### src/rtl/core/iorb_pkg.sv
// shared constants, status codes and slot arithmetic for the in-order reorder buffer
package iorb_pkg;

  // number of entries in the buffer
  localparam int DEPTH = 32;

  // entry index and occupancy widths
  localparam int ADDR_W = (DEPTH > 1) ? $clog2(DEPTH) : 1;
  localparam int OCC_W  = $clog2(DEPTH + 1);
  localparam int SUM_W  = OCC_W + 1;

  // field widths
  localparam int START_W  = 32;
  localparam int LEN_W    = 12;
  localparam int HANDLE_W = 32;
  localparam int FREE_W   = 7;
  localparam int ENTRY_W  = START_W + LEN_W + HANDLE_W;

  // item kinds
  localparam logic REQ_NEW  = 1'b0;
  localparam logic REQ_RESP = 1'b1;

  // result status codes
  localparam logic [1:0] ST_QUEUED    = 2'd0;
  localparam logic [1:0] ST_MATCHED   = 2'd1;
  localparam logic [1:0] ST_UNMATCHED = 2'd2;
  localparam logic [1:0] ST_FULL      = 2'd3;

  // circular slot index: base plus offset, wrapped at the buffer depth
  function automatic logic [ADDR_W-1:0] slot_add(input logic [ADDR_W-1:0] base,
                                                 input logic [OCC_W-1:0]  offs);
    logic [SUM_W-1:0] sum;
    sum = SUM_W'(base) + SUM_W'(offs);
    if (sum >= SUM_W'(DEPTH)) begin
      sum = sum - SUM_W'(DEPTH);
    end
    return sum[ADDR_W-1:0];
  endfunction

endpackage

### src/rtl/core/in_order_reorder_buffer_unit.sv
// in-order reorder buffer: request entries, response matching, in-order retirement
//
//   channel  | handshake          | payload
//   ---------+--------------------+----------------------------------------------
//   in       | in_valid, in_stall | req_type, seg_start, seg_length, payload_handle
//   out      | out_valid, out_stall | status, has_record, out_start, out_length,
//            |                    | out_payload, free_slots, is_empty, last
//
// a request's result is loaded into the output register at accept.
// a response scans occupied entries from the head through one ram read port, one entry
// per cycle, then counts filled head entries one per cycle, then retires each one
// with a ram read, then an output load, or loads its single result; each output load
// waits while the output is stalled.
// reset (rst, synchronous) empties the buffer; only the state, filled bits, pointers,
// scan position, compare valid and the output valid are cleared.
// in_stall is high while an item is in progress or the output register cannot load.
module in_order_reorder_buffer_unit
  import iorb_pkg::*;
(
  input  logic                clk,
  input  logic                rst,
  input  logic                in_valid,
  output logic                in_stall,
  input  logic                req_type,
  input  logic [START_W-1:0]  seg_start,
  input  logic [LEN_W-1:0]    seg_length,
  input  logic [HANDLE_W-1:0] payload_handle,
  output logic                out_valid,
  input  logic                out_stall,
  output logic [1:0]          status,
  output logic                has_record,
  output logic [START_W-1:0]  out_start,
  output logic [LEN_W-1:0]    out_length,
  output logic [HANDLE_W-1:0] out_payload,
  output logic [FREE_W-1:0]   free_slots,
  output logic                is_empty,
  output logic                last
);

  typedef enum logic [2:0] {
    S_IDLE,
    S_SCAN,
    S_COUNT,
    S_RD,
    S_RET,
    S_DONE
  } state_t;

  localparam logic [FREE_W-1:0] DEPTH_F = FREE_W'(DEPTH);
  localparam logic [OCC_W-1:0]  DEPTH_O = OCC_W'(DEPTH);
  localparam logic [OCC_W-1:0]  ONE_O   = OCC_W'(1);

  state_t              state;
  logic [ADDR_W-1:0]   head;
  logic [OCC_W-1:0]    occ;
  logic [DEPTH-1:0]    filled;
  logic [OCC_W-1:0]    pos;
  logic                cmp_v;
  logic [ADDR_W-1:0]   cmp_slot;
  logic [1:0]          done_status;
  logic [FREE_W-1:0]   fin_free;
  logic                fin_empty;
  logic [START_W-1:0]  it_start;
  logic [LEN_W-1:0]    it_len;
  logic [HANDLE_W-1:0] it_handle;

  logic                out_free;
  logic                out_load;
  logic                accept;
  logic                req_ok;
  logic                hit;
  logic [ADDR_W-1:0]   tail;
  logic [ADDR_W-1:0]   scan_slot;
  logic [ADDR_W-1:0]   count_slot;
  logic [OCC_W-1:0]    occ_left;

  logic                wr_en;
  logic [ADDR_W-1:0]   wr_addr;
  logic [ENTRY_W-1:0]  wr_data;
  logic                rd_en;
  logic [ADDR_W-1:0]   rd_addr;
  logic [ENTRY_W-1:0]  rd_data;
  logic [START_W-1:0]  rd_start;
  logic [LEN_W-1:0]    rd_len;
  logic [HANDLE_W-1:0] rd_handle;

  // handshake and slot positions
  assign out_free   = !out_valid || !out_stall;
  assign in_stall   = !((state == S_IDLE) && out_free);
  assign accept     = in_valid && !in_stall;
  assign req_ok     = (occ < DEPTH_O);
  assign tail       = slot_add(head, occ);
  assign scan_slot  = slot_add(head, pos);
  assign count_slot = slot_add(head, pos);
  assign occ_left   = occ - pos;

  // output register loads a new result this cycle
  assign out_load = (accept && (req_type == REQ_NEW)) ||
                    (((state == S_RET) || (state == S_DONE)) && out_free);

  // entry fields from the ram
  assign rd_start  = rd_data[ENTRY_W-1 -: START_W];
  assign rd_len    = rd_data[HANDLE_W +: LEN_W];
  assign rd_handle = rd_data[HANDLE_W-1:0];

  // match of the entry read in the previous cycle
  assign hit = (state == S_SCAN) && cmp_v && !filled[cmp_slot] &&
               (rd_start == it_start) && (rd_len == it_len);

  // ram write: new request at the tail, or payload fill on match
  always_comb begin
    wr_en   = 1'b0;
    wr_addr = tail;
    wr_data = {seg_start, seg_length, HANDLE_W'(0)};
    if (state == S_IDLE) begin
      wr_en = accept && (req_type == REQ_NEW) && req_ok;
    end else if (hit) begin
      wr_en   = 1'b1;
      wr_addr = cmp_slot;
      wr_data = {it_start, it_len, it_handle};
    end
  end

  // ram read: scan walk or head entry for retirement
  always_comb begin
    rd_en   = 1'b0;
    rd_addr = head;
    if (state == S_SCAN) begin
      rd_en   = (pos < occ);
      rd_addr = scan_slot;
    end else if (state == S_RD) begin
      rd_en = 1'b1;
    end
  end

  iorb_ram #(
    .WIDTH (ENTRY_W),
    .DEPTH (DEPTH)
  ) u_entries (
    .clk     (clk),
    .wr_en   (wr_en),
    .wr_addr (wr_addr),
    .wr_data (wr_data),
    .rd_en   (rd_en),
    .rd_addr (rd_addr),
    .rd_data (rd_data)
  );

  // sequencer, buffer pointers and output register
  always_ff @(posedge clk) begin
    if (rst) begin
      state     <= S_IDLE;
      head      <= '0;
      occ       <= '0;
      filled    <= '0;
      pos       <= '0;
      cmp_v     <= 1'b0;
      out_valid <= 1'b0;
    end else begin
      out_valid <= out_load || (out_valid && out_stall);
      unique case (state)
        S_IDLE: begin
          if (accept) begin
            it_start  <= seg_start;
            it_len    <= seg_length;
            it_handle <= payload_handle;
            if (req_type == REQ_NEW) begin
              // request result is known at once
              has_record  <= 1'b0;
              out_start   <= '0;
              out_length  <= '0;
              out_payload <= '0;
              last        <= 1'b1;
              if (req_ok) begin
                filled[tail] <= 1'b0;
                occ          <= occ + ONE_O;
                status       <= ST_QUEUED;
                free_slots   <= DEPTH_F - FREE_W'(occ) - FREE_W'(1);
                is_empty     <= 1'b0;
              end else begin
                status     <= ST_FULL;
                free_slots <= DEPTH_F - FREE_W'(occ);
                is_empty   <= (occ == '0);
              end
            end else begin
              pos   <= '0;
              cmp_v <= 1'b0;
              state <= S_SCAN;
            end
          end
        end
        S_SCAN: begin
          // walk oldest to newest, compare in the cycle after the read
          cmp_v    <= (pos < occ);
          cmp_slot <= scan_slot;
          if (hit) begin
            filled[cmp_slot] <= 1'b1;
            pos              <= '0;
            state            <= S_COUNT;
          end else begin
            if (pos < occ) begin
              pos <= pos + ONE_O;
            end
            if (pos == occ) begin
              done_status <= ST_UNMATCHED;
              state       <= S_DONE;
            end
          end
        end
        S_COUNT: begin
          // count the run of filled entries at the head
          if ((pos < occ) && filled[count_slot]) begin
            pos <= pos + ONE_O;
          end else if (pos == '0) begin
            done_status <= ST_MATCHED;
            state       <= S_DONE;
          end else begin
            fin_free  <= DEPTH_F - FREE_W'(occ_left);
            fin_empty <= (occ_left == '0);
            state     <= S_RD;
          end
        end
        S_RD: begin
          state <= S_RET;
        end
        S_RET: begin
          // retire the head entry
          if (out_free) begin
            status       <= ST_MATCHED;
            has_record   <= 1'b1;
            out_start    <= rd_start;
            out_length   <= rd_len;
            out_payload  <= rd_handle;
            free_slots   <= fin_free;
            is_empty     <= fin_empty;
            last         <= (pos == ONE_O);
            filled[head] <= 1'b0;
            head         <= slot_add(head, ONE_O);
            occ          <= occ - ONE_O;
            pos          <= pos - ONE_O;
            state        <= (pos == ONE_O) ? S_IDLE : S_RD;
          end
        end
        S_DONE: begin
          // single result without a record
          if (out_free) begin
            status      <= done_status;
            has_record  <= 1'b0;
            out_start   <= '0;
            out_length  <= '0;
            out_payload <= '0;
            free_slots  <= DEPTH_F - FREE_W'(occ);
            is_empty    <= (occ == '0);
            last        <= 1'b1;
            state       <= S_IDLE;
          end
        end
        default: begin
          state <= S_IDLE;
        end
      endcase
    end
  end

endmodule

### src/rtl/core/iorb_ram.sv
// generic single-write, single-read ram with registered read data
module iorb_ram #(
  parameter int WIDTH = 8,
  parameter int DEPTH = 16
) (
  input  logic                                   clk,
  input  logic                                   wr_en,
  input  logic [((DEPTH > 1) ? $clog2(DEPTH) : 1)-1:0] wr_addr,
  input  logic [WIDTH-1:0]                       wr_data,
  input  logic                                   rd_en,
  input  logic [((DEPTH > 1) ? $clog2(DEPTH) : 1)-1:0] rd_addr,
  output logic [WIDTH-1:0]                       rd_data
);

  logic [WIDTH-1:0] mem [DEPTH];

  // write port
  always_ff @(posedge clk) begin
    if (wr_en) begin
      mem[wr_addr] <= wr_data;
    end
  end

  // registered read port, data holds while idle
  always_ff @(posedge clk) begin
    if (rd_en) begin
      rd_data <= mem[rd_addr];
    end
  end

endmodule

### config.mk
export PLATFORM = sky130hd
export DESIGN_NAME = in_order_reorder_buffer_unit
export DESIGN_NICKNAME = d
export VERILOG_FILES = /design/src/rtl/core/iorb_pkg.sv /design/src/rtl/core/in_order_reorder_buffer_unit.sv /design/src/rtl/core/iorb_ram.sv
export SDC_FILE = /design/constraint.sdc
export NUM_CORES = 2
export LEC_CHECK = 0
export BUFFER_PORTS_ARGS = -buffer_cell sky130_fd_sc_hd__buf_2
export CORE_ASPECT_RATIO = 0.7
export CORE_MARGIN = 5
export CORE_UTILIZATION = 60
export CTS_CLUSTER_DIAMETER = 30
export DETAILED_ROUTE_END_ITERATION = 12
export GPL_TIMING_DRIVEN = 0
export PLACE_DENSITY = 0.75
export SLEW_MARGIN = 10
export SYNTH_ARGS = -nofsm -noshare
export SYNTH_HDL_FRONTEND = slang
export SYNTH_SLANG_ARGS = --single-unit
### constraint.sdc
create_clock -name clk -period 26.6 [get_ports clk]
set_input_delay 5.32 -clock clk [delete_from_list [all_inputs] [get_ports clk]]
set_output_delay 5.32 -clock clk [all_outputs]
set_load 0.05 [all_outputs]
==> results.md <==
- Initial antenna violation count: 16
- Postcts setup bufs: 0
- CP required: 21280 ps
- Vias/cell: 7.03
- Initial Util: between 60% and 70%
- Hold WC Path Type: reg2reg
- Htree depth: 5
- Syn nets: 5214
- MaxCap Viol Count: 0
- PwrDens: 96.7 mW/mm2
- DRT Pass-1 Iters: 7
- Synth Cell Area: 0.107 mm2
- Vias in the first global route: 60200
- DRT iter0 DRCs: 10400
- GRT overflow: 0
- Worst slew margin: 8.08%
- Unrepaired setup endpoints after global routing: no
- Reg area: 0.0818 mm2
- CTS Buffer Depth: 4
- CP Class: in2out
- Status: finished, final reports clean
- Register area share after synthesis: 76.2%
- Commonest cells after routing, fill and taps aside: 2687 x edfxtp_1, 617 x mux4_2, 419 x clkbuf_16
- Hold_buf cts: 0
- Clk sinks: between 2000 and 3000
- First-pass GRT wire length: 445 mm
- Die Wd: 515 um
- Clock slew at the register clock pins of the worst setup and hold paths: 50 ps
- Worst Tran Pin Value: 1380 ps
- VDD IR max: 0.0840 mV
- Core Area: 0.177 mm2
- Beginning of the worst hold path: pos[5]
- Overall power: ~0.012 W
- DP Worst Slack: between 10000 and 15000 ps
- Fmax: just over 0.08 GHz
- Post-synth top flop: edfxtp_1
- Final RePlAce weighted congestion: 0.921
- Count of flip-flops with a built-in enable after synthesis: 2687
- Most common cell after layout, fill and taps aside: edfxtp_1
- Worst setup margin: 14510 ps
- Routed wire length: 316 mm
- Share of layout cells above drive strength 1: 32.9%
- Critical R2R Launch: u_entries.rd_data[45]
- Slew Viols, Final: 0
- Via count: 60100
- Setup violators final: 0
- Synth cell types: 63
- Final core utilization: 72.4%
- Pin count of the biggest net entering global routing: 33
- I/O Buffers: 169
- Post-DRT Antenna Nets: 0
- Layout area overhead: 19.7%
- Worst reg2reg setup slack: between 20000 and 25000 ps
- Worst Setup SP: out_stall
- Min Hold Slack: just over 500 ps
- Cells after synthesis: 5101
- Root Buffer: clkbuf_16
- # fillers: roughly 9600
- Clk_lat worst skew: 990 ps
- Total Nets Final: just under 6000
- Post-DP HPWL: 196 mm
- Final period util: 45.4%
- Final hold violation count: 0
- Ys async rst share: 0%
- Multi-input gate area: 0.0245 mm2
- DR WL/cell: 36.9 um
- Ys Warns: 0
- Drt drc: 0
- Syn_area_per_cell: ~21 um2
- I/O pins: 171
- Crit start category: primary input
- Die ar.: 0.188 mm2
- Crit. End Element: output pin
- Synthesis-stage register bit count: 2741
- Crit path max fanout: 9
- Leak Pwr: 44.7 nW
- Post_cts resized: 0
- GRT Util Overall: 33.9%
- TritonCTS Buffers: 410
- Final min period: around 12000 ps
- Die height: 364 um
- CTS tree: built
- Clock Skews: 66.6 ps
- Critical Path AT: 6770 ps
- Row Count: 129
per-stage QoR:
| step | TNS [ps] | area, um2 | instances |
|---|---|---|---|
| after detailed placement | 0 | 115000 | 7788 |
| after floorplan | 0 | 107000 | 5101 |
| after CTS | 0 | 128000 | 8528 |
| after global routing | 0 | 128000 | 8533 |
| final | 0 | 128000 | 8547 |
| after global placement | -503760 | 111000 | 7628 |
routing by layer:
metal / global-route usage (%) / share of wire, %
met1: 47.8 / 35
met3: 12.6 / 16
met5: 0 / 0.013
met2: 47.9 / 43
met4: 15.7 / 5.3
cell type report:
cell class,count,share of cell area [%]
Buffer,288,1.00
Tap cell,2358,2.30
Multi-Input combinational cell,2045,19.1
Antenna cell,19,0.0370
Inverter,27,0.0789
Clock buffer,446,8.25
Sequential cell,2741,63.7
Clock inverter,294,2.48
Timing Repair Buffer,329,3.11
cell families (layout without fill, tap and decap cells):
group | count (synthesis) | in the layout | share of synthesized area (%)
simple gates | 502 | 502 | 2.24
fa+ha+maj | 32 | 32 | 0.401
other cells | 0 | 19 | 0
xor+xnor | 81 | 81 | 0.668
compound gates | 437 | 437 | 2.53
buf+inv | 315 | 1384 | 1.27
mux | 993 | 993 | 16.7
flops | 2741 | 2741 | 76.2
registers in the layout, indices dropped and copies added (netlist names):
| name | cells |
|---|---|
| u_entries.mem | 2432 |
| u_entries.rd_data | 76 |
| filled | 32 |
| it_handle | 32 |
| it_start | 32 |
| out_payload | 32 |
| out_start | 32 |
| it_len | 12 |
| out_length | 12 |
| fin_free | 7 |
| free_slots | 7 |
| occ | 6 |
| pos | 6 |
| cmp_slot | 5 |
| head | 5 |
| state | 3 |
| done_status | 2 |
| status | 2 |
| cmp_v | 1 |
| fin_empty | 1 |
| has_record | 1 |
| is_empty | 1 |
| last | 1 |
| out_valid | 1 |
cells in the mapped netlist (6+ instances only):
cell      instances  area (um2)
buf_2           118         591
nand3_1          15        75.1
a21o_1            9        67.6
inv_1            27         101
buf_1            50         188
nand4_1          16         100
xnor2_1          64         561
clkbuf_1        117         439
a21oi_1         122         611
o21bai_1          6        45.0
dfxtp_1          54        1080
or3_1             9        56.3
edfxtp_1       2687       80700
nor2_1          166         623
o21ai_0          90         450
and3_1           81         507
nor3_1           15        75.1
o22ai_1          32         200
a211oi_1         40         300
ha_1             28         350
mux2i_1         173        1730
a31oi_1          28         175
xor2_1           16         140
mux2_2          203        2290
and2_1           35         219
nor3b_1           9        67.6
mux4_2          617       13900
nor4_1            7        43.8
nand2_1         130         488
o211ai_1         79         593
final timing paths:
kind,to,depth (start not counted)
max,in_stall,6
min reg2reg,pos[5],2
min,pos[5],2
max reg2reg,u_entries.mem[12][31],13
critical path, stage by stage:
cell and delay (ps):
buf_2 90, and2_1 120, clkbuf_1 300, nor4_1 500, inv_1 170, buf_2 250
report_power, final:
part	internal, W	total (W)	switching [W]
combinational	0.000764	0.00202	0.00125
clock	0.00334	0.00541	0.00207
sequential	0.00492	0.00499	0.0000746
Power figures use the tool's default switching activity.
